### src/hw/rtl/affine_background_pixel_fetch_defines.svh
// assertion macros included by abg_fifo
`ifndef AFFINE_BACKGROUND_PIXEL_FETCH_DEFINES_SVH
`define AFFINE_BACKGROUND_PIXEL_FETCH_DEFINES_SVH

// condition holds at every edge out of reset
`define ABG_CHECK(lbl, expr, msg) \
    lbl: assert property (@(posedge clk) disable iff (!rst_n) (expr)) else $error(msg);

// antecedent implies consequent in the same cycle
`define ABG_IMPLY(lbl, ante, cons, msg) \
    lbl: assert property (@(posedge clk) disable iff (!rst_n) (ante) |-> (cons)) \
        else $error(msg);

// antecedent implies consequent in the next cycle
`define ABG_NEXT(lbl, ante, cons, msg) \
    lbl: assert property (@(posedge clk) disable iff (!rst_n) (ante) |=> (cons)) \
        else $error(msg);

`endif

### src/hw/rtl/abg_fifo.sv
// ----------------------------------------------------------------------------
// abg_fifo
// short queue between the front and the back
// ----------------------------------------------------------------------------
`default_nettype none

`include "affine_background_pixel_fetch_defines.svh"

module abg_fifo #(
    parameter int WIDTH = 8,
    parameter int DEPTH = 4
) (
    input  wire              clk,
    input  wire              rst_n,
    input  wire              push,
    input  wire [WIDTH-1:0]  push_data,
    input  wire              pop,
    output logic [WIDTH-1:0] pop_data,
    output logic             empty,
    output logic             full
);
    localparam int PW = $clog2(DEPTH);
    localparam int CW = PW + 1;

    logic [WIDTH-1:0] store_reg [DEPTH];
    logic [PW-1:0]    wr_ptr_reg, wr_ptr_next;
    logic [PW-1:0]    rd_ptr_reg, rd_ptr_next;
    logic [CW-1:0]    count_reg, count_next;

    assign empty    = (count_reg == '0);
    assign full     = (count_reg == CW'(DEPTH));
    assign pop_data = store_reg[rd_ptr_reg];

    always_comb
    begin
        wr_ptr_next = push ? wr_ptr_reg + 1'b1 : wr_ptr_reg;
        rd_ptr_next = pop ? rd_ptr_reg + 1'b1 : rd_ptr_reg;
        count_next  = count_reg + CW'(push) - CW'(pop);
    end

    always_ff @(posedge clk or negedge rst_n)
    begin
        if (!rst_n)
        begin
            wr_ptr_reg <= '0;
            rd_ptr_reg <= '0;
            count_reg  <= '0;
        end
        else
        begin
            wr_ptr_reg <= wr_ptr_next;
            rd_ptr_reg <= rd_ptr_next;
            count_reg  <= count_next;
        end
    end

    always_ff @(posedge clk)
    begin
        if (push)
        begin
            store_reg[wr_ptr_reg] <= push_data;
        end
    end

    `ABG_CHECK(a_count_bound, count_reg <= CW'(DEPTH), "queue count beyond depth")
    `ABG_IMPLY(a_no_overflow, push, !full, "push into full queue")
    `ABG_IMPLY(a_no_underflow, pop, !empty, "pop from empty queue")
    `ABG_NEXT(a_count_up, push && !pop, count_reg == $past(count_reg) + 1'b1,
        "queue count lost a push")

endmodule

`default_nettype wire

### config.mk
export PLATFORM = sky130hd
export DESIGN_NAME = abg_fifo
export DESIGN_NICKNAME = d
export VERILOG_FILES = /design/src/hw/rtl/abg_fifo.sv
export VERILOG_INCLUDE_DIRS = /design/src /design/src/hw/rtl
export SDC_FILE = /design/constraint.sdc
export NUM_CORES = 1
export LEC_CHECK = 0
export ABC_AREA = 1
export BUFFER_PORTS_ARGS = -buffer_cell sky130_fd_sc_hd__buf_4
export CAP_MARGIN = 25
export CORE_MARGIN = 3
export CORE_UTILIZATION = 49
export CTS_CLUSTER_DIAMETER = 100
export CTS_CLUSTER_SIZE = 10
export DETAILED_ROUTE_END_ITERATION = 10
export GPL_ROUTABILITY_DRIVEN = 0
export HOLD_SLACK_MARGIN = 0.03
export PLACE_DENSITY = 0.71
export SLEW_MARGIN = 20
export SYNTH_ARGS = -nofsm -noshare
export SYNTH_HDL_FRONTEND = slang
export SYNTH_SLANG_ARGS = --single-unit
### constraint.sdc
create_clock -name clk -period 2.45 [get_ports clk]
set_input_delay 0.3675 -clock clk [delete_from_list [all_inputs] [get_ports clk]]
set_output_delay 0.3675 -clock clk [all_outputs]
set_load 0.02 [all_outputs]
* After elaboration in Yosys (flattened, before gate mapping)
Memory sizes are Yosys's and may differ from the RTL's.
Index checks and enable logic that the tools add are counted.
** Word-level totals
- Latch bits :: 0
- Register bits :: 7
- Memory bits (writable) :: 32
- Memories :: 1
- ROM bits :: 0
- Logic and storage cells :: 12
** Memory list
- store_reg :: depth 4, width 8, rd ports 1, clocked after memory_dff 0, wr ports 1, RTL line abg_fifo.sv:25 : logic [WIDTH-1:0] store_reg [DEPTH];
** Cells by class
- Divide/modulo/power cells :: 0
- Multipliers :: 0
- Shift operators :: 0
- Equal/unequal tests :: 1
- Reductions and logical operators :: 1
- Magnitude comparators :: 0
- Bitwise gates (word level) :: 0
- Multiplexer cells :: 2
- Add/sub/neg operators :: 4
** Operators with widths (count)
- $add A2 B1 Y2 const B :: 2
- $add A3 B1 Y3 :: 1
- $eq A3 B3 Y1 const B :: 1
- $logic_not A3 Y1 :: 1
- $sub A3 B1 Y3 :: 1
- $mux W1 :: 2

* Depth between registers and ports, before layout
- Word-level depth :: 2
- Gate-level depth with buffers :: 8

* Least setup slack after synthesis
Ideal clock, no wire load.
- Kind :: register to register
- From :: register count_reg[0]
- To :: register count_reg[2]
- Slack :: 998 ps
- Data required time :: 2385 ps
- Arrival :: 1387 ps
- Cell stages (with the launch flop) :: 9
- Setup time :: 65 ps
- Clock period less this slack :: 1452 ps
- Cell sequence :: dfrtp_1 > inv_1 > ha_1 > inv_1 > ha_1 > fa_1 > inv_1 > nand3_1 > nand2_1
** Between the ends
- Cells in the longest elaborated chain, start to end :: 2
** RTL lines
- start: declaration :: RTL line abg_fifo.sv:28 : logic [CW-1:0] count_reg, count_next;
- start signal: assignment :: RTL line abg_fifo.sv:53 : count_reg <= count_next;
- $add A3 B1 Y3 :: RTL line abg_fifo.sv:38 : count_next = count_reg + CW'(push) - CW'(pop);
- $sub A3 B1 Y3 :: RTL line abg_fifo.sv:38
- named net count_next[2] :: RTL line abg_fifo.sv:28
The timed path passes the listed nets, and every way through them passes these cells.
A chain may end at the register's enable or synchronous reset.

* Final worst setup path
- From :: register rd_ptr_reg[0]
- To :: output pop_data[2]
** Between the ends
- Cells in the longest elaborated chain, start to end :: 1
** RTL lines
- start: declaration :: RTL line abg_fifo.sv:27 : logic [PW-1:0] rd_ptr_reg, rd_ptr_next;
- start signal: assignment :: RTL line abg_fifo.sv:52 : rd_ptr_reg <= rd_ptr_next;
- $mem_v2 Z4 W8
- end: declaration :: RTL line abg_fifo.sv:18 : output logic [WIDTH-1:0] pop_data,
Every way passes these cells.

==> flow_metrics.tcl <==
set metrics [dict create \
    setup_violations 0 \
    pwr-share-comb 0.381 \
    min_period_over_period 0.771 \
    rsz0062_at_grt "no" \
    setup.worst_path.class "flop to primary output" \
    synth.area.top_cells "sky130_fd_sc_hd__edfxtp_1, sky130_fd_sc_hd__dfrtp_1, sky130_fd_sc_hd__inv_1" \
    routed_wirelength_mm 3.00 \
    synthesis.area_sq_um 1800 \
    drt_iter0_markers 39 \
    grt_max_degree 17 \
    path_clk_slew_ns 0.07 \
    power.density_nw_per_um2 1190 \
    switchingPower_mw 0.921 \
    slew_violations 0 \
    synth.largest_area_cell "sky130_fd_sc_hd__edfxtp_1" \
    wirelength_per_cell_microns 12.3 \
    crit_path_cell_trace "buf_4 > nand2_1 > nand3_1 > nand2_1 > buf_4" \
    tritoncts_num_sinks 39 \
    avgViaCountPerCell 4.58 \
    grt_pass1_wl_mm 4.99 \
    final_core_utilization 0.609 \
    power.static_leakage_nw 1.04 \
    placed_cell_area_sq_um 1970 \
    final_hold_viol_count 0 \
    initial_core_util 0.522 \
    finalCriticalPeriod_ns 1.89 \
    worst_slew_pin_slew_ns 0.488 \
    drcViolationCount 0 \
    synthesis.area_per_instance_sq_um 10.5 \
    clk_latency_ns 0.28 \
    route.antenna.remaining_nets 0 \
    area_growth_syn_to_layout_pct 16.6 \
    path_delay_family "flip-flops" \
    die_height_microns 66.6 \
    drive_above_1_share 0.203 \
    fp.dieW_microns 66.6 \
    result_of_the_run "complete, no violations" \
    syn-num-nets 190 \
    slew-limit-headroom 0.675 \
    ctsHtreeMaxLevel 2 \
    p_clk_frac 0.215 \
    maxCapViolCount 0 \
    ys_types 18 \
    critical_path.max_fanout 12 \
    total_global_routing_track_utilization 0.156 \
    via_count_of_the_first_global_routing_pass 1141 \
    nets 215 \
    fin_tns_setup_ns 0 \
    clk_root_buffer_cell "sky130_fd_sc_hd__clkbuf_8" \
    area_share_of_the_leading_cell_type_in_the_synthesized_netlist 0.534 \
    final_worst_setup_slack_ns 0.561 \
    preCtsSetupSlack_ns 0.819 \
    numCtsBuffers 5 \
    firstDrtPassIters 5 \
    critical-path-max-stage-delay_ns 0.65 \
    rows 21 \
    power.internal_mw 1.58 \
    n_antenna_cell 0 \
    fp.coreArea_sq_um 3440 \
    cp_data_arrival_time_ns 1.52 \
    ys.warnings.count 0 \
    critPathLaunchType "flop" \
    worstSetupEndpointType "primary output" \
    buffering_stage_count_on_the_worst_path_with_inverters_included 2 \
    seqPwrFrac 0.404 \
    yosysSeqAreaShare 0.632 \
    hold_slack_ns 0.276 \
    grt-ovfl-total 0 \
    cts_setup_buffers 0 \
    largest_reg_flops 32 \
    grt_antenna_before_repair 0 \
    synth_seq_cells 39 \
    max-vdd-ir-drop_mv 0.635 \
    final_design_area_no_fill_sq_um 2100 \
    fmax_achieved_mhz 529 \
    place.detailed.hpwl_mm 2.04 \
    post_synth_inst_count 171 \
    design.die.area_sq_um 4430 \
    cts-root-to-sink-buffers 2 \
    boundaryPins 22 \
    io_buffer_count 21 \
    critical_path_required_ns 2.08 \
    cts_tree "yes" \
    cp_slowest_cell "sky130_fd_sc_hd__dfrtp_1" \
    switching_power_share_of_the_total 0.368 \
    clock_skew_ns 0.00389 \
    hold_path.class "primary input to flop" \
    via_count 1113 \
]
[metal layers]
layer	GRT usage	share of wire	vias to the layer above
met5	0	0	-
met4	0.0736	0.013	0
met3	0.0388	0.032	4
met2	0.269	0.52	18
met1	0.181	0.43	521
li1	-	-	570
[power by group through the flow]
stage / clock network (mW) / registers, mW / logic, mW
after floorplan: 0 / 0.950 / 0.753
after global placement: 0 / 1.02 / 0.923
after detailed placement: 0 / 1.02 / 0.967
after CTS: 0.545 / 1.01 / 0.967
after global routing: 0.574 / 1.03 / 1.08
final: 0.537 / 1.01 / 0.954
[synthesized netlist by cell type]
library cell,count
sky130_fd_sc_hd__inv_1,44
sky130_fd_sc_hd__nand2_1,43
sky130_fd_sc_hd__edfxtp_1,32
sky130_fd_sc_hd__nand3_1,17
sky130_fd_sc_hd__nand2_2,8
sky130_fd_sc_hd__dfrtp_1,7
sky130_fd_sc_hd__ha_1,6
sky130_fd_sc_hd__xor2_1,3
sky130_fd_sc_hd__buf_6,2
sky130_fd_sc_hd__buf_12,1
sky130_fd_sc_hd__buf_2,1
sky130_fd_sc_hd__clkbuf_2,1
sky130_fd_sc_hd__fa_1,1
sky130_fd_sc_hd__inv_2,1
sky130_fd_sc_hd__inv_6,1
sky130_fd_sc_hd__nor2_1,1
sky130_fd_sc_hd__nor3_1,1
sky130_fd_sc_hd__o21ai_0,1
[path summary, 6_finish.rpt]
kind	from	to	slack (ns)	depth (start not counted)
setup / recovery	rd_ptr_reg[0]	pop_data[2]	0.56	5
hold / removal	pop	rd_ptr_reg[0]	0.28	2
setup reg to reg	count_reg[0]	count_reg[2]	0.92	8
hold reg to reg	wr_ptr_reg[0]	wr_ptr_reg[0]	0.54	1
max in group asynchronous	rst_n	count_reg[2]	1.89	2
min in group asynchronous	rst_n	wr_ptr_reg[1]	0.43	2
[placed cells by master (no fill, tap or decap)]
cell type                       netlist  routed
sky130_fd_sc_hd__inv_1               44      44
sky130_fd_sc_hd__nand2_1             43      43
sky130_fd_sc_hd__edfxtp_1            32      32
sky130_fd_sc_hd__buf_4                0      22
sky130_fd_sc_hd__nand3_1             17      17
sky130_fd_sc_hd__nand2_2              8       8
sky130_fd_sc_hd__dfrtp_1              7       7
sky130_fd_sc_hd__ha_1                 6       6
sky130_fd_sc_hd__clkbuf_8             0       6
sky130_fd_sc_hd__xor2_1               3       3
sky130_fd_sc_hd__inv_6                1       1
sky130_fd_sc_hd__inv_2                1       1
sky130_fd_sc_hd__nor2_1               1       1
sky130_fd_sc_hd__nor3_1               1       1
sky130_fd_sc_hd__o21ai_0              1       1
sky130_fd_sc_hd__fa_1                 1       1
sky130_fd_sc_hd__clkinv_2             0       1
sky130_fd_sc_hd__bufinv_16            0       1
sky130_fd_sc_hd__dlygate4sd3_1        0       1
[kinds of logic after synthesis]
logic type | share of synthesized area
simple gates | 0.170
buf+inv | 0.128
compound gates | 0.00278
fa+ha+maj | 0.0529
xor+xnor | 0.0146
flops | 0.632
[stage by stage]
step / power (mW) / cells
6_report: 2.50 / 243
5_1_grt: 2.68 / 243
2_1_floorplan: 1.70 / 171
4_1_cts: 2.52 / 243
3_3_place_gp: 1.94 / 234
3_5_place_dp: 1.99 / 234
[final cells by class]
cell class | instances | area, sq um
Inverter | 46 | 178
Timing Repair Buffer | 23 | 175
Tap cell | 46 | 57.6
Fill cell | 276 | 1350
Clock inverter | 2 | 35.0
Multi-Input combinational cell | 81 | 432
Sequential cell | 39 | 1140
Clock buffer | 6 | 82.6
[worst register-to-register path: stages (launching register included)]
cell and delay, ns:
sky130_fd_sc_hd__dfrtp_1 0.37, sky130_fd_sc_hd__inv_1 0.05, sky130_fd_sc_hd__ha_1 0.26, sky130_fd_sc_hd__inv_1 0.04
sky130_fd_sc_hd__ha_1 0.18, sky130_fd_sc_hd__fa_1 0.38, sky130_fd_sc_hd__inv_1 0.06, sky130_fd_sc_hd__nand3_1 0.07
sky130_fd_sc_hd__nand2_1 0.07
[repair_timing]
item / CTS / global route
endpoints found under the hold margin: 7 / 0
hold buffers: 1 / 0
resized for setup: 0 / 0
(Power assumes the default switching activity.)
