===== src/hw/rtl/affine_background_pixel_fetch_defines.svh =====
// assertion macros included by abg_fifo
`ifndef AFFINE_BACKGROUND_PIXEL_FETCH_DEFINES_SVH
`define AFFINE_BACKGROUND_PIXEL_FETCH_DEFINES_SVH

// condition holds at every edge out of reset
`define ABG_CHECK(lbl, expr, msg) \
    lbl: assert property (@(posedge clk) disable iff (!rst_n) (expr)) else $error(msg);

// antecedent implies consequent in the same cycle
`define ABG_IMPLY(lbl, ante, cons, msg) \
    lbl: assert property (@(posedge clk) disable iff (!rst_n) (ante) |-> (cons)) \
        else $error(msg);

// antecedent implies consequent in the next cycle
`define ABG_NEXT(lbl, ante, cons, msg) \
    lbl: assert property (@(posedge clk) disable iff (!rst_n) (ante) |=> (cons)) \
        else $error(msg);

`endif


===== src/hw/rtl/abg_pkg.sv =====
// ----------------------------------------------------------------------------
// abg_pkg
// types and constants of the affine background pixel fetch block
// ----------------------------------------------------------------------------
`default_nettype none

package abg_pkg;

    typedef enum logic [2:0] {
        KIND_PIXEL     = 3'd0,
        KIND_LINE_END  = 3'd1,
        KIND_LOAD_REF  = 3'd2,
        KIND_MEM_WRITE = 3'd3,
        KIND_PAL_WRITE = 3'd4
    } kind_t;

    typedef enum logic [1:0] {
        OP_NONE   = 2'd0,
        OP_PIXEL  = 2'd1,
        OP_MEM_WR = 2'd2,
        OP_PAL_WR = 2'd3
    } op_t;

    localparam logic [1:0] MODE_MAP8   = 2'd0;
    localparam logic [1:0] MODE_MAP16  = 2'd1;
    localparam logic [1:0] MODE_BITMAP = 2'd2;
    localparam logic [1:0] MODE_UNUSED = 2'd3;

    localparam logic [2:0] CFG_CONTROL   = 3'd0;
    localparam logic [2:0] CFG_MAP_BASE  = 3'd1;
    localparam logic [2:0] CFG_TILE_BASE = 3'd2;
    localparam logic [2:0] CFG_PA        = 3'd3;
    localparam logic [2:0] CFG_PB        = 3'd4;
    localparam logic [2:0] CFG_PC        = 3'd5;
    localparam logic [2:0] CFG_PD        = 3'd6;

    // widest byte address the block supports
    localparam int ADDR_W = 20;

    typedef struct packed {
        logic [4:0]         control;
        logic [18:0]        map_base;
        logic [18:0]        tile_base;
        logic signed [15:0] pa;
        logic signed [15:0] pb;
        logic signed [15:0] pc;
        logic signed [15:0] pd;
    } abg_cfg_t;

    typedef struct packed {
        op_t               op;
        logic              clear;
        logic              bitmap;
        logic              map16;
        logic [ADDR_W-1:0] addr;
        logic [2:0]        col;
        logic [2:0]        row;
        logic [7:0]        data;
        logic [15:0]       colour;
    } abg_item_t;

endpackage

`default_nettype wire


===== src/hw/rtl/abg_front.sv =====
// ----------------------------------------------------------------------------
// abg_front
// accepts transactions, steps the affine points and classifies each pixel
// ----------------------------------------------------------------------------
`default_nettype none

module abg_front #(
    parameter int COORD_BITS = 28
) (
    input  wire                 clk,
    input  wire                 rst_n,
    input  abg_pkg::abg_cfg_t   cfg,
    input  wire                 in_valid,
    output logic                in_ready,
    input  wire  [2:0]          kind,
    input  wire  signed [27:0]  start_x,
    input  wire  signed [27:0]  start_y,
    input  wire  [18:0]         write_address,
    input  wire  [7:0]          write_byte,
    input  wire  [7:0]          palette_slot,
    input  wire  [15:0]         palette_colour,
    input  wire                 q_full,
    output logic                push,
    output abg_pkg::abg_item_t  push_item
);
    import abg_pkg::*;

    localparam int SXW = COORD_BITS - 8;

    logic [COORD_BITS-1:0] ref_x_reg, ref_x_next;
    logic [COORD_BITS-1:0] ref_y_reg, ref_y_next;
    logic [COORD_BITS-1:0] cur_x_reg, cur_x_next;
    logic [COORD_BITS-1:0] cur_y_reg, cur_y_next;

    logic            accept;
    logic [SXW-1:0]  sx, sy;
    logic [1:0]      mode;
    logic [1:0]      size;
    logic            wrap;
    logic [3:0]      wl, hl;
    logic [9:0]      mask_w, mask_h, x, y;
    logic            in_range;
    logic [ADDR_W-1:0] map_cell, ofs;

    assign in_ready = !q_full;
    assign accept   = in_valid && in_ready;
    assign sx       = cur_x_reg[COORD_BITS-1:8];
    assign sy       = cur_y_reg[COORD_BITS-1:8];
    assign mode     = cfg.control[1:0];
    assign size     = cfg.control[3:2];
    assign wrap     = cfg.control[4];

    // layer geometry and texel address
    always_comb
    begin
        if (mode == MODE_BITMAP)
        begin
            wl = 4'd9 + {3'd0, size[0]};
            hl = 4'd10 - {3'd0, size[0]};
        end
        else
        begin
            wl = 4'd7 + {2'd0, size};
            hl = wl;
        end
        mask_w   = 10'((11'd1 << wl) - 11'd1);
        mask_h   = 10'((11'd1 << hl) - 11'd1);
        x        = sx[9:0] & mask_w;
        y        = sy[9:0] & mask_h;
        in_range = wrap || (((sx >> wl) == '0) && ((sy >> hl) == '0));
        map_cell = (ADDR_W'(y[9:3]) << (wl - 4'd3)) + ADDR_W'(x[9:3]);
        ofs      = (ADDR_W'(y) << wl) | ADDR_W'(x);
    end

    always_comb
    begin
        ref_x_next       = ref_x_reg;
        ref_y_next       = ref_y_reg;
        cur_x_next       = cur_x_reg;
        cur_y_next       = cur_y_reg;
        push             = 1'b0;
        push_item.op     = OP_NONE;
        push_item.clear  = (mode == MODE_UNUSED) || !in_range;
        push_item.bitmap = (mode == MODE_BITMAP);
        push_item.map16  = (mode == MODE_MAP16);
        push_item.addr   = ADDR_W'(cfg.map_base)
                         + ((mode == MODE_MAP16) ? (map_cell << 1) : map_cell);
        push_item.col    = x[2:0];
        push_item.row    = y[2:0];
        push_item.data   = write_byte;
        push_item.colour = palette_colour;
        if (mode == MODE_BITMAP)
        begin
            push_item.addr = ofs;
        end
        if (accept)
        begin
            case (kind)
                KIND_PIXEL:
                begin
                    push         = 1'b1;
                    push_item.op = OP_PIXEL;
                    cur_x_next   = cur_x_reg + COORD_BITS'(cfg.pa);
                    cur_y_next   = cur_y_reg + COORD_BITS'(cfg.pc);
                end
                KIND_LINE_END:
                begin
                    ref_x_next = ref_x_reg + COORD_BITS'(cfg.pb);
                    ref_y_next = ref_y_reg + COORD_BITS'(cfg.pd);
                    cur_x_next = ref_x_next;
                    cur_y_next = ref_y_next;
                end
                KIND_LOAD_REF:
                begin
                    ref_x_next = COORD_BITS'(start_x);
                    ref_y_next = COORD_BITS'(start_y);
                    cur_x_next = ref_x_next;
                    cur_y_next = ref_y_next;
                end
                KIND_MEM_WRITE:
                begin
                    push           = 1'b1;
                    push_item.op   = OP_MEM_WR;
                    push_item.addr = ADDR_W'(write_address);
                end
                KIND_PAL_WRITE:
                begin
                    push           = 1'b1;
                    push_item.op   = OP_PAL_WR;
                    push_item.data = palette_slot;
                end
                default:
                begin
                    push = 1'b0;
                end
            endcase
        end
    end

    always_ff @(posedge clk or negedge rst_n)
    begin
        if (!rst_n)
        begin
            ref_x_reg <= '0;
            ref_y_reg <= '0;
            cur_x_reg <= '0;
            cur_y_reg <= '0;
        end
        else
        begin
            ref_x_reg <= ref_x_next;
            ref_y_reg <= ref_y_next;
            cur_x_reg <= cur_x_next;
            cur_y_reg <= cur_y_next;
        end
    end

endmodule

`default_nettype wire


===== config.mk =====
export PLATFORM = sky130hd
export DESIGN_NAME = abg_front
export DESIGN_NICKNAME = d
export VERILOG_FILES = /design/src/hw/rtl/affine_background_pixel_fetch_defines.svh /design/src/hw/rtl/abg_pkg.sv /design/src/hw/rtl/abg_front.sv
export SDC_FILE = /design/constraint.sdc
export NUM_CORES = 1
export LEC_CHECK = 0
export BUFFER_PORTS_ARGS = -buffer_cell sky130_fd_sc_hd__buf_2
export CAP_MARGIN = 15
export CORE_ASPECT_RATIO = 0.8
export CORE_MARGIN = 5
export CORE_UTILIZATION = 45
export CTS_BUF_LIST = sky130_fd_sc_hd__clkbuf_8
export CTS_CLUSTER_SIZE = 40
export DETAILED_ROUTE_END_ITERATION = 8
export PLACE_DENSITY = 0.73
export SETUP_SLACK_MARGIN = 0.1
export SYNTH_ARGS = -nofsm -noshare
export SYNTH_HDL_FRONTEND = slang
export SYNTH_SLANG_ARGS = --single-unit

===== constraint.sdc =====
create_clock -name clk -period 11.3 [get_ports clk]
set_input_delay 0.565 -clock clk [delete_from_list [all_inputs] [get_ports clk]]
set_output_delay 0.565 -clock clk [all_outputs]
set_load 0.05 [all_outputs]

### After elaboration in Yosys (flattened, before gate mapping)

Index checks and enable logic that the tools add are counted.

| storage, ports and cells | value |
|---|---|
| flip-flop bits (word level) | 112 |
| word-level logic and storage cells | 62 |

| operators by class | value |
|---|---|
| bitwise logic cells | 3 |
| mux-type cells | 16 |
| reduce and logical (&&, ||, !) cells | 14 |
| add/subtract/negate cells | 12 |
| shift-type cells | 6 |
| equality and inequality tests | 7 |

Operators with widths:

| kind | count |
|---|---|
| 28-bit one-hot mux with 3 select lines | 2 |
| 28-bit adder | 4 |
| 28-bit one-hot mux with 2 select lines | 2 |
| 20-bit 2-to-1 mux | 4 |
| 20-bit logical NOT | 2 |
| 20-bit by 4-bit right shift with 20-bit output | 2 |
| 19-bit by 20-bit adder with 20-bit output | 1 |
| 20-bit by 7-bit adder with 20-bit output | 1 |
| 10-bit AND | 2 |
| 20-bit by 10-bit bitwise OR with 20-bit output | 1 |
| 1-bit by 4-bit left shift with 10-bit output (first input constant) | 2 |
| 10-bit by 4-bit left shift with 20-bit output | 1 |
| 7-bit by 4-bit left shift with 20-bit output | 1 |
| 10-bit by 1-bit subtractor with 10-bit output (second input constant) | 2 |
| 8-bit 2-to-1 mux | 2 |
| 4-bit 2-to-1 mux | 2 |
| 3-bit by 2-bit == test with 1-bit output (second input constant) | 2 |
| 2-bit one-hot mux with 3 select lines | 1 |
| 3-bit by 2-bit adder with 4-bit output (first input constant) | 1 |
| 4-bit by 1-bit adder with 4-bit output (first input constant) | 1 |
| 2-bit == test (second input constant) | 2 |
| 2-bit AND reduction | 2 |
| 4-bit by 1-bit subtractor with 4-bit output (first input constant) | 1 |
| 4-bit by 2-bit subtractor with 4-bit output (second input constant) | 1 |
| other kinds (12) | 16 |

### Longest topological paths before layout

Gate-level depths: netlist (run 1).

| depth | value |
|---|---|
| depth after elaboration | 12 |
| mapped depth | 36 |

### Least setup slack after synthesis (run 1)

Ideal clock, no wire load.

| timing path | value |
|---|---|
| path kind | input to output |
| start point | in cfg[102] (netlist name) |
| end point | out push_item[49] (netlist name) |
| cell stages on the path | 33 |
| path buffers | 6 |
| slack | 2.564 ns |
| arrival | 8.171 ns |
| required time | 10.735 ns |
| cell sequence | nand2b_1 buf_6 inv_1 buf_2 clkbuf_1 ha_1 or2_2 clkbuf_1 ha_1 ha_1 buf_2 clkbuf_1 nand3_1 nor2_1 ha_1 fa_1 a21o_1 a21oi_1 nor2b_1 o21a_1 o21ai_0 a21oi_1 xnor2_1 o21ai_0 a21oi_1 ha_1 a2111oi_0 a21boi_0 a41oi_1 o211ai_1 a31oi_1 xor2_1 a211oi_1 |

RTL lines:

| element | RTL line | RTL |
|---|---|---|
| start, declared | abg_front.sv:12 | `input abg_pkg::abg_cfg_t cfg,` |
| end, declared | abg_front.sv:24 | `output abg_pkg::abg_item_t push_item` |

==> results.toml, run 1 <==
[global_routing]
use_met2_pct = 39.9
first_global_vias = 13750
grt_max_degree = 97
grt_use_met3_pct = 4.98
top_usage_layer = "met2"
grt.total_usage_pct = 25.4
antenna_found_initial = 1
grt_overflow = 0
grt_use_met1_pct = 35.3
grt_pass1_wl_um = 71000

[yosys]
synth-edff-count = 0
synth.top_cell.area_share_pct = 20.4
synth-seq-cells = 112
synth_area_leaders = "dfrtp_1 (20%), ha_1 (14%), nand2_1 (6.2%)"
synthMuxAreaShare_pct = 2.74
yosys_warnings = 0
syn_area_um2 = 13700
yosysUniqueCellTypes = 77
synth_xor_area_share_pct = 7.41
synth_top_family_by_area = "compound AO/OA/AOI/OAI gates"
synth_compound_area_share_pct = 28.6
synthAdderAreaFrac_pct = 14.5
synth_cells = 1833
synth-async-reset-ratio_pct = 100
synth-simple-area-share_pct = 21.4
synth_ff_type = "dfrtp_1"
avgSynthCellArea_um2 = 7.48
yosysSeqAreaShare_pct = 20.4
yosys.area.top_type = "dfrtp_1"

[setup_path]
slowest_stage = "nor3_2"
critPathBufInv = 4
critPathArrivalTime_ns = 8.65
worstPathRequired_ns = 10.74
startpoint_type = "input port"
slowest_delay_ns = 0.94
crit_type = "input port to output port"
worstSetupEndpointType = "output port"
cp_top_family = "compound AO/OA/AOI/OAI gates"
crit_fanout = 27

[cts]
cts_setup_buffers = 0
ctsResizeCount = 0
cts_buffer_depth = 2
cts_tree = "built"
cts_sinks = 112
cts_made_buffers = 9
hold_buffers = 0
clk_pin_slew_ns = 0.11
clock_latency_ns = 0.44
root_buffer = "clkbuf_8"
htreeDepth = 3

[placed_design]
place_ws_ns = 2.33
hpwlAfterDp_um = 34200
dpl_cell_area_um2 = 15000
gp_routability_congestion = 0.939
io_buffers = 226
placed_cells = 2386

[power]
pwr-share-comb_pct = 73.6
pwr_density_cell_nw_per_um2 = 262
power_frac_seq_pct = 19.3
p_sw_mw = 2.08
p_int_mw = 1.91
max-vdd-ir-drop_uv = 128
p_leak_nw = 7.02
clock_power_share_pct = 7.0
sw_frac_of_total_pct = 52.1

[drt]
drt_first_pass_iters = 6
routed_wirelength_um = 44800
viasPerCell = 5.98
vias = 14357
dr.first_iter.drc_count = 1158
postRouteAntennaNets = 0
wl_per_cell_um = 18.7
remaining_drc_errors = 0

[floorplan]
std_cell_rows = 57
core_area_um2 = 30200
die_y_um = 166
io_pins = 278
die_w_um = 205
die_area_um2 = 34100
initial_core_util_pct = 45.3

[cells_and_area]
layout.nets = 2360
postLayoutCellArea_um2 = 15200
antennaDiodeCount = 0
syn2layout_area_growth_pct = 11.1
final_cells = 2399
drive_above_1_share_pct = 14.9

[hold_path]
min_path_type = "input port to async pin"

[sta]
fin_crit_sh_pct = 81.6
clock_skew_ns = 0.0102
setup_tns_ns = 0
worst_pin_slew_ns = 1.11
setup_viol = 0
fin_crit_ns = 9.22
finalHoldViolations = 0
max_slew_margin_pct = 25.7
final.setup.worst_slack_ns = 2.08
rsz0062_at_grt = "false"
finalMaxSlewViolations = 0
fmax_ghz = 0.109

[flow_run]
max_cap_viol_count = 0

[run_status]
status = "finished clean"
## placed cells by master (no fill, tap or decap), drive strengths merged, types with 13 or more instances in the layout
cell	n
o21bai	18
nand2b	20
nand2	228
mux2i	18
mux2	13
inv	53
nor2	189
o21ai	147
nand3	44
buf	240
nand4	13
and3	21
o211ai	20
dfrtp	112
o22ai	13
ha	149
o21a	20
and2	18
a21oi	164
a21o	40
a211oi	29
a221oi	31
nor2b	17
nor3	49
a31oi	57
xnor2	77
xor2	39
## cells in the mapped netlist (8+ instances only)
master / n
a21o_1: 40
o21a_1: 20
nand4_1: 13
a21oi_1: 164
and3_1: 21
a211o_1: 8
nand2b_1: 20
o21ai_0: 146
a221oi_1: 31
buf_4: 19
a2111oi_0: 8
a31oi_1: 57
nor3_1: 48
xor2_1: 39
mux2_2: 12
o22ai_1: 13
dfrtp_1: 112
buf_1: 11
nand3_1: 44
inv_1: 53
mux2i_1: 18
nand2_1: 228
o31ai_1: 9
nor2b_1: 17
o21bai_1: 18
nor2_1: 189
ha_1: 149
o211ai_1: 20
xnor2_1: 77
clkbuf_1: 64
and2_1: 15
a211oi_1: 28
or3_1: 8
## stage by stage
stage | hold slack (ns) | total power, mW | utilization, %
2_1_floorplan | 0.269 | 3.03 | -
3_3_place_gp | 0.465 | 3.59 | 49.7
3_5_place_dp | 0.475 | 3.66 | 49.7
4_1_cts | 0.143 | 3.96 | 50.4
5_1_grt | 0.169 | 4.35 | 50.4
6_report | 0.121 | 3.99 | 50.4
## power groups by stage
stage          combinational [mW]  sequential, mW  clock, mW
5_1_grt                      3.26           0.794      0.301
6_report                     2.93           0.771      0.281
3_5_place_dp                 2.88           0.776          0
3_3_place_gp                 2.82           0.769          0
2_1_floorplan                2.32           0.703          0
4_1_cts                      2.90           0.767      0.288
## cell families (layout without fill, tap and decap cells)
group                    count (synthesis)  in the layout
XOR/XNOR                               116            116
adder cells (fa/ha/maj)                155            155
AND/OR/NAND/NOR                        646            646
buffers and inverters                  157            307
AO/OA/AOI/OAI                          613            613
multiplexers                            33             33
flip-flops                             112            112
other                                    1              4
## area by class of cell
type / count / area (um2)
well taps: 413 / 517
clock buffers: 10 / 138
inverters: 54 / 203
repair buffers: 240 / 1240
flip-flops and latches: 112 / 2800
clock inverters: 3 / 68.8
fillers: 3089 / 15000
multi-input cells: 1567 / 10300
## routing by layer
metal / up-vias / share of wire, %
li1: 7004 / -
met1: 6743 / 45
met2: 520 / 45
met3: 88 / 7.3
met4: 2 / 2.8
met5: - / 0.020
## path summary, 6_finish.rpt
kind                                                   to                startpoint  slack [ns]  cells after the start
worst max-delay path                        push_item[49]                  cfg[104]        2.08                     28
worst min-delay path             ref_y_reg[7]$_DFFE_PN0P_                     rst_n        0.12                      1
worst max register to register  cur_x_reg[24]$_DFFE_PN0P_  cur_x_reg[0]$_DFFE_PN0P_        7.49                     13
worst min register to register   cur_x_reg[6]$_DFFE_PN0P_  cur_x_reg[6]$_DFFE_PN0P_        0.49                      2
max in group asynchronous       cur_y_reg[20]$_DFFE_PN0P_                     rst_n        9.81                      2
min in group clk                 ref_x_reg[8]$_DFFE_PN0P_                start_x[8]        0.39                      3
## worst register-to-register path: stages (launching register included)
cell and delay [ns]:
dfrtp_1 0.39, ha_1 0.22, inv_1 0.08, fa_1 0.20, nor2b_1 0.05, o21ai_0 0.24
a21oi_1 0.16, o311ai_0 0.83, a21oi_1 0.19, o31ai_1 0.46, o21ai_0 0.24, xor2_1 0.19
a221oi_1 0.29, o21ai_0 0.12
Power figures use the tool's default switching activity.
==> inputs of run 2 (changes only) <==
- clock period: 11.3 -> 8.75 ns (I/O delays scaled with it)
==> results.toml, run 2 (synthesis gave the netlist of run 1 again) <==
[run_status]
status = "finished clean"

[drt]
vias = 14196
routed_wirelength_um = 44700
dr.first_iter.drc_count = 1172
remaining_drc_errors = 0
drt_first_pass_iters = 6
wl_per_cell_um = 18.6
viasPerCell = 5.90
postRouteAntennaNets = 0

[global_routing]
antenna_found_initial = 0
grt_overflow = 0
grt.total_usage_pct = 25.3
first_global_vias = 13374
grt_max_degree = 94
grt_pass1_wl_um = 70800

[cells_and_area]
area.sequential_um2 = 2800
fill_cells = 3057
antennaDiodeCount = 0
fin_util_pct = 50.4
syn2layout_area_growth_pct = 11.3
multiInputGateArea_um2 = 10300
final_common_cell = "nand2_1"
drive_above_1_share_pct = 15.2
layout.nets = 2364
layout_common_cells = "nand2_1 (227), buf_2 (225), nor2_1 (187)"

[flow_run]
max_cap_viol_count = 0

[power]
p_leak_nw = 7.04
clock_power_share_pct = 6.3
max-vdd-ir-drop_uv = 160
sw_frac_of_total_pct = 52.5
p_sw_mw = 2.68
pwr-share-comb_pct = 74.1
p_int_mw = 2.43
pwr_density_cell_nw_per_um2 = 335
power_frac_seq_pct = 19.5

[setup_path]
worstSetupEndpointType = "output port"
startpoint_type = "input port"
crit_fanout = 27
slowest_delay_ns = 0.53
slowest_stage = "ha_2"
crit_type = "input port to output port"
worstPathRequired_ns = 8.31
crit-reg2reg-launch = "cur_x_reg[0]$_DFFE_PN0P_"
critPathArrivalTime_ns = 7.52
startpoint = "cfg[104]"

[cts]
cts_tree = "built"
clock_latency_ns = 0.42
cts_sinks = 112
cts_buffer_depth = 2
cts_made_buffers = 9
hold_buffers = 0
htreeDepth = 3
clk_pin_slew_ns = 0.10
root_buffer = "clkbuf_8"
cts_setup_buffers = 0

[sta]
fmax_ghz = 0.126
rsz0062_at_grt = "false"
finalHoldViolations = 0
max_slew_margin_pct = 31.7
final.setup.worst_slack_ns = 0.793
clock_skew_ns = 0.0115
worst_pin_slew_ns = 1.02
setup_viol = 0
finalMaxSlewViolations = 0
fin_crit_sh_pct = 90.9
fin_crit_ns = 7.96
hold_ws_ns = 0.0283
setup_tns_ns = 0

[floorplan]
io_pins = 278
die_area_um2 = 34100
initial_core_util_pct = 45.3
die_w_um = 205
core_area_um2 = 30200
die_y_um = 166
std_cell_rows = 57

[placed_design]
place_ws_ns = 0.598
hpwlAfterDp_um = 34300
gp_routability_congestion = 0.927
io_buffers = 226

[hold_path]
min_path_type = "input port to async pin"
## run 2: cell count changes in the layout (fill, tap and decap cells not counted), sizes merged
cell	previous run	this run
buf	240	244
bufinv	2	0
clkbuf	10	12
clkinv	2	4
## run 2: path summary, 6_finish.rpt
check | endpoint | slack, ns | cells past startpoint
max in group asynchronous | cur_y_reg[15]$_DFFE_PN0P_ | 7.31 | 2
worst min register to register | cur_x_reg[2]$_DFFE_PN0P_ | 0.49 | 2
worst max-delay path | push_item[47] | 0.79 | 29
worst min-delay path | ref_y_reg[6]$_DFFE_PN0P_ | 0.03 | 1
worst max register to register | cur_x_reg[24]$_DFFE_PN0P_ | 4.88 | 13
min in group clk | ref_x_reg[8]$_DFFE_PN0P_ | 0.28 | 3
## run 2: through the flow
| stage | std cells | total power [mW] | area (um2) |
|---|---|---|---|
| floorplan | 1836 | 3.91 | 13700 |
| global placement | 2390 | 4.65 | 15100 |
| detailed placement | 2390 | 4.73 | 15100 |
| CTS | 2405 | 5.08 | 15300 |
| global route | 2405 | 5.59 | 15300 |
| finish | 2405 | 5.11 | 15300 |
## run 2: final cells by class
class	instances	area share, %
Multi-Input combinational cell	1567	67.3
Sequential cell	112	18.4
Timing Repair Buffer	244	8.32
Clock inverter	3	0.172
Clock buffer	12	1.08
Tap cell	413	3.39
Inverter	54	1.33
## run 2: routing by layer
metal	GRT usage, %	vias to the layer above	wire length [um]
li1	-	6997	-
met1	36.9	6674	20800
met2	39.2	470	19900
met3	4.18	55	3000
met4	5.82	0	939
met5	0	-	0
## run 2: repair_timing
item,CTS,global route
endpoints found under the hold margin,0,0
endpoints found under the setup margin,0,4
gates resized for setup,0,2
## run 2: worst max-delay path: cells and delay by family
family | cells | cell delay (ns)
AND/OR/NAND/NOR | 5 | 1.17
adder cells (fa/ha/maj) | 5 | 1.68
AO/OA/AOI/OAI | 13 | 2.83
XOR/XNOR | 1 | 0.13
buffers and inverters | 5 | 1.27
## run 2: power by group through the flow
stage               logic [mW]  registers, mW  clock network (mW)
finish                    3.79          0.999               0.323
detailed placement        3.73           1.00                   0
global route              4.21           1.03               0.353
global placement          3.65          0.994                   0
floorplan                 3.00          0.908                   0
CTS                       3.75          0.993               0.335
==> inputs of run 3 (changes only) <==
- PLACE_DENSITY: 0.73 -> default
- PLACE_DENSITY_LB_ADDON: default -> 0.15
==> results.toml, run 3 (synthesis gave the netlist of run 1 again) <==
[flow_run]
max_cap_viol_count = 0

[sta]
setup_tns_ns = 0
fmax_ghz = 0.125
finalHoldViolations = 0
clock_skew_ns = 0.0185
worst_pin_slew_ns = 0.915
fin_crit_sh_pct = 91.4
finalMaxSlewViolations = 0
setup_viol = 0
fin_crit_ns = 8.00
rsz0062_at_grt = "false"
max_slew_margin_pct = 38.2

[setup_path]
worstSetupEndpointType = "output port"
slowest_delay_ns = 0.45
r2r_cells = 13
r2r-end = "cur_x_reg[24]$_DFFE_PN0P_"
crit_fanout = 27
crit_type = "input port to output port"
crit-reg2reg-launch = "cur_x_reg[0]$_DFFE_PN0P_"
regToRegSetupSlack_ns = 4.80
worstPathRequired_ns = 8.31
critPathArrivalTime_ns = 7.56
slowest_stage = "a41oi_1"
startpoint_type = "input port"

[drt]
viasPerCell = 5.82
wl_per_cell_um = 18.7
dr.first_iter.drc_count = 861
drt_first_pass_iters = 5
vias = 14012
routed_wirelength_um = 45000
postRouteAntennaNets = 0
remaining_drc_errors = 0

[power]
p_leak_nw = 7.05
pwr_density_cell_nw_per_um2 = 334
max-vdd-ir-drop_uv = 157

[floorplan]
die_area_um2 = 34100
io_pins = 278
initial_core_util_pct = 45.3
core_area_um2 = 30200
die_y_um = 166
std_cell_rows = 57
die_w_um = 205

[cts]
cts_setup_buffers = 0
cts_tree = "built"
htreeDepth = 3
clock_latency_ns = 0.41
cts_sinks = 112
cts_buffer_depth = 2
cts_made_buffers = 9
root_buffer = "clkbuf_8"
clk_pin_slew_ns = 0.12

[cells_and_area]
syn2layout_area_growth_pct = 11.3
final_cells = 2407
final_common_cell = "nand2_1"
layout_common_cells = "nand2_1 (227), buf_2 (225), nor2_1 (187)"
layout.nets = 2366
fill_cells = 3057
area.sequential_um2 = 2800
drive_above_1_share_pct = 15.1
antennaDiodeCount = 0
multiInputGateArea_um2 = 10300

[global_routing]
top_usage_layer = "met2"
grt_use_met3_pct = 4.51
use_met2_pct = 40.1
grt_pass1_wl_um = 71400
antenna_found_initial = 3
first_global_vias = 13404
grt.total_usage_pct = 25.5
grt_max_degree = 85
grt_use_met1_pct = 36.6
grt_overflow = 0

[placed_design]
hpwlAfterDp_um = 34300
gp_routability_congestion = 0.942
io_buffers = 226
placed_cells = 2392

[hold_path]
min_path_type = "input port to async pin"

[run_status]
status = "finished clean"
## run 3: cell count changes in the layout (fill, tap and decap cells not counted), sizes merged
cell	delta
bufinv	+1
clkbuf	-3
buf	+2
clkinvlp	+1
inv	+4
clkinv	-3
## run 3: worst max-delay path: cells and delay by family
family | cells | cell delay [ns]
compound gates | 14 | 3.16
xor+xnor | 1 | 0.13
fa+ha+maj | 4 | 1.38
buf+inv | 5 | 1.20
mux | 1 | 0.36
simple gates | 4 | 0.86
## run 3: through the flow
stage / power, mW / utilization [%] / setup slack (ns) / instance area, um2 / hold slack, ns
4_1_cts: 5.09 / 50.5 / 0.708 / 15300 / 0.0993
6_report: 5.10 / 50.5 / 0.755 / 15300 / 0.0904
5_1_grt: 5.61 / 50.5 / 0.173 / 15300 / 0.128
2_1_floorplan: 3.91 / - / 0.269 / 13700 / 0.142
3_5_place_dp: 4.72 / 49.8 / 0.758 / 15100 / 0.475
3_3_place_gp: 4.67 / 49.8 / 0.904 / 15100 / 0.464
## run 3: worst max-delay path by stage
stage          startpoint            end  slack, ns
3_5_place_dp     cfg[104]  push_item[47]       0.76
2_1_floorplan    cfg[102]  push_item[49]       0.27
3_3_place_gp     cfg[104]  push_item[47]       0.90
4_1_cts          cfg[104]  push_item[47]       0.71
6_report         cfg[104]  push_item[47]       0.75
5_1_grt          cfg[104]  push_item[47]       0.17
## run 3: layer usage
layer,vias up,part of all wire [%]
li1,6994,-
met1,6535,48
met2,420,44
met3,59,6.3
met4,4,2.3
met5,-,0.076
## run 3: power breakdown
group          leakage [nW]  switching, mW  internal (mW)
registers              1.33          0.239          0.758
clock network        0.0979          0.204          0.134
logic                  5.62           2.23           1.54
total                  7.05           2.67           2.43
## run 3: area by class of cell
| class | count | share of cell area, % |
|---|---|---|
| Multi-Input combinational cell | 1567 | 67.3 |
| Sequential cell | 112 | 18.4 |
| Timing Repair Buffer | 246 | 8.41 |
| Tap cell | 413 | 3.39 |
| Inverter | 54 | 1.33 |
| Clock buffer | 9 | 0.812 |
| Clock inverter | 6 | 0.443 |
## run 3: repair_timing
| item | in CTS | in global routing |
|---|---|---|
| endpoints found under the setup margin | 0 | 2 |
| hold buffers | 0 | 0 |
| hold endpoints to repair | 0 | 0 |
| resized for setup | 0 | 1 |
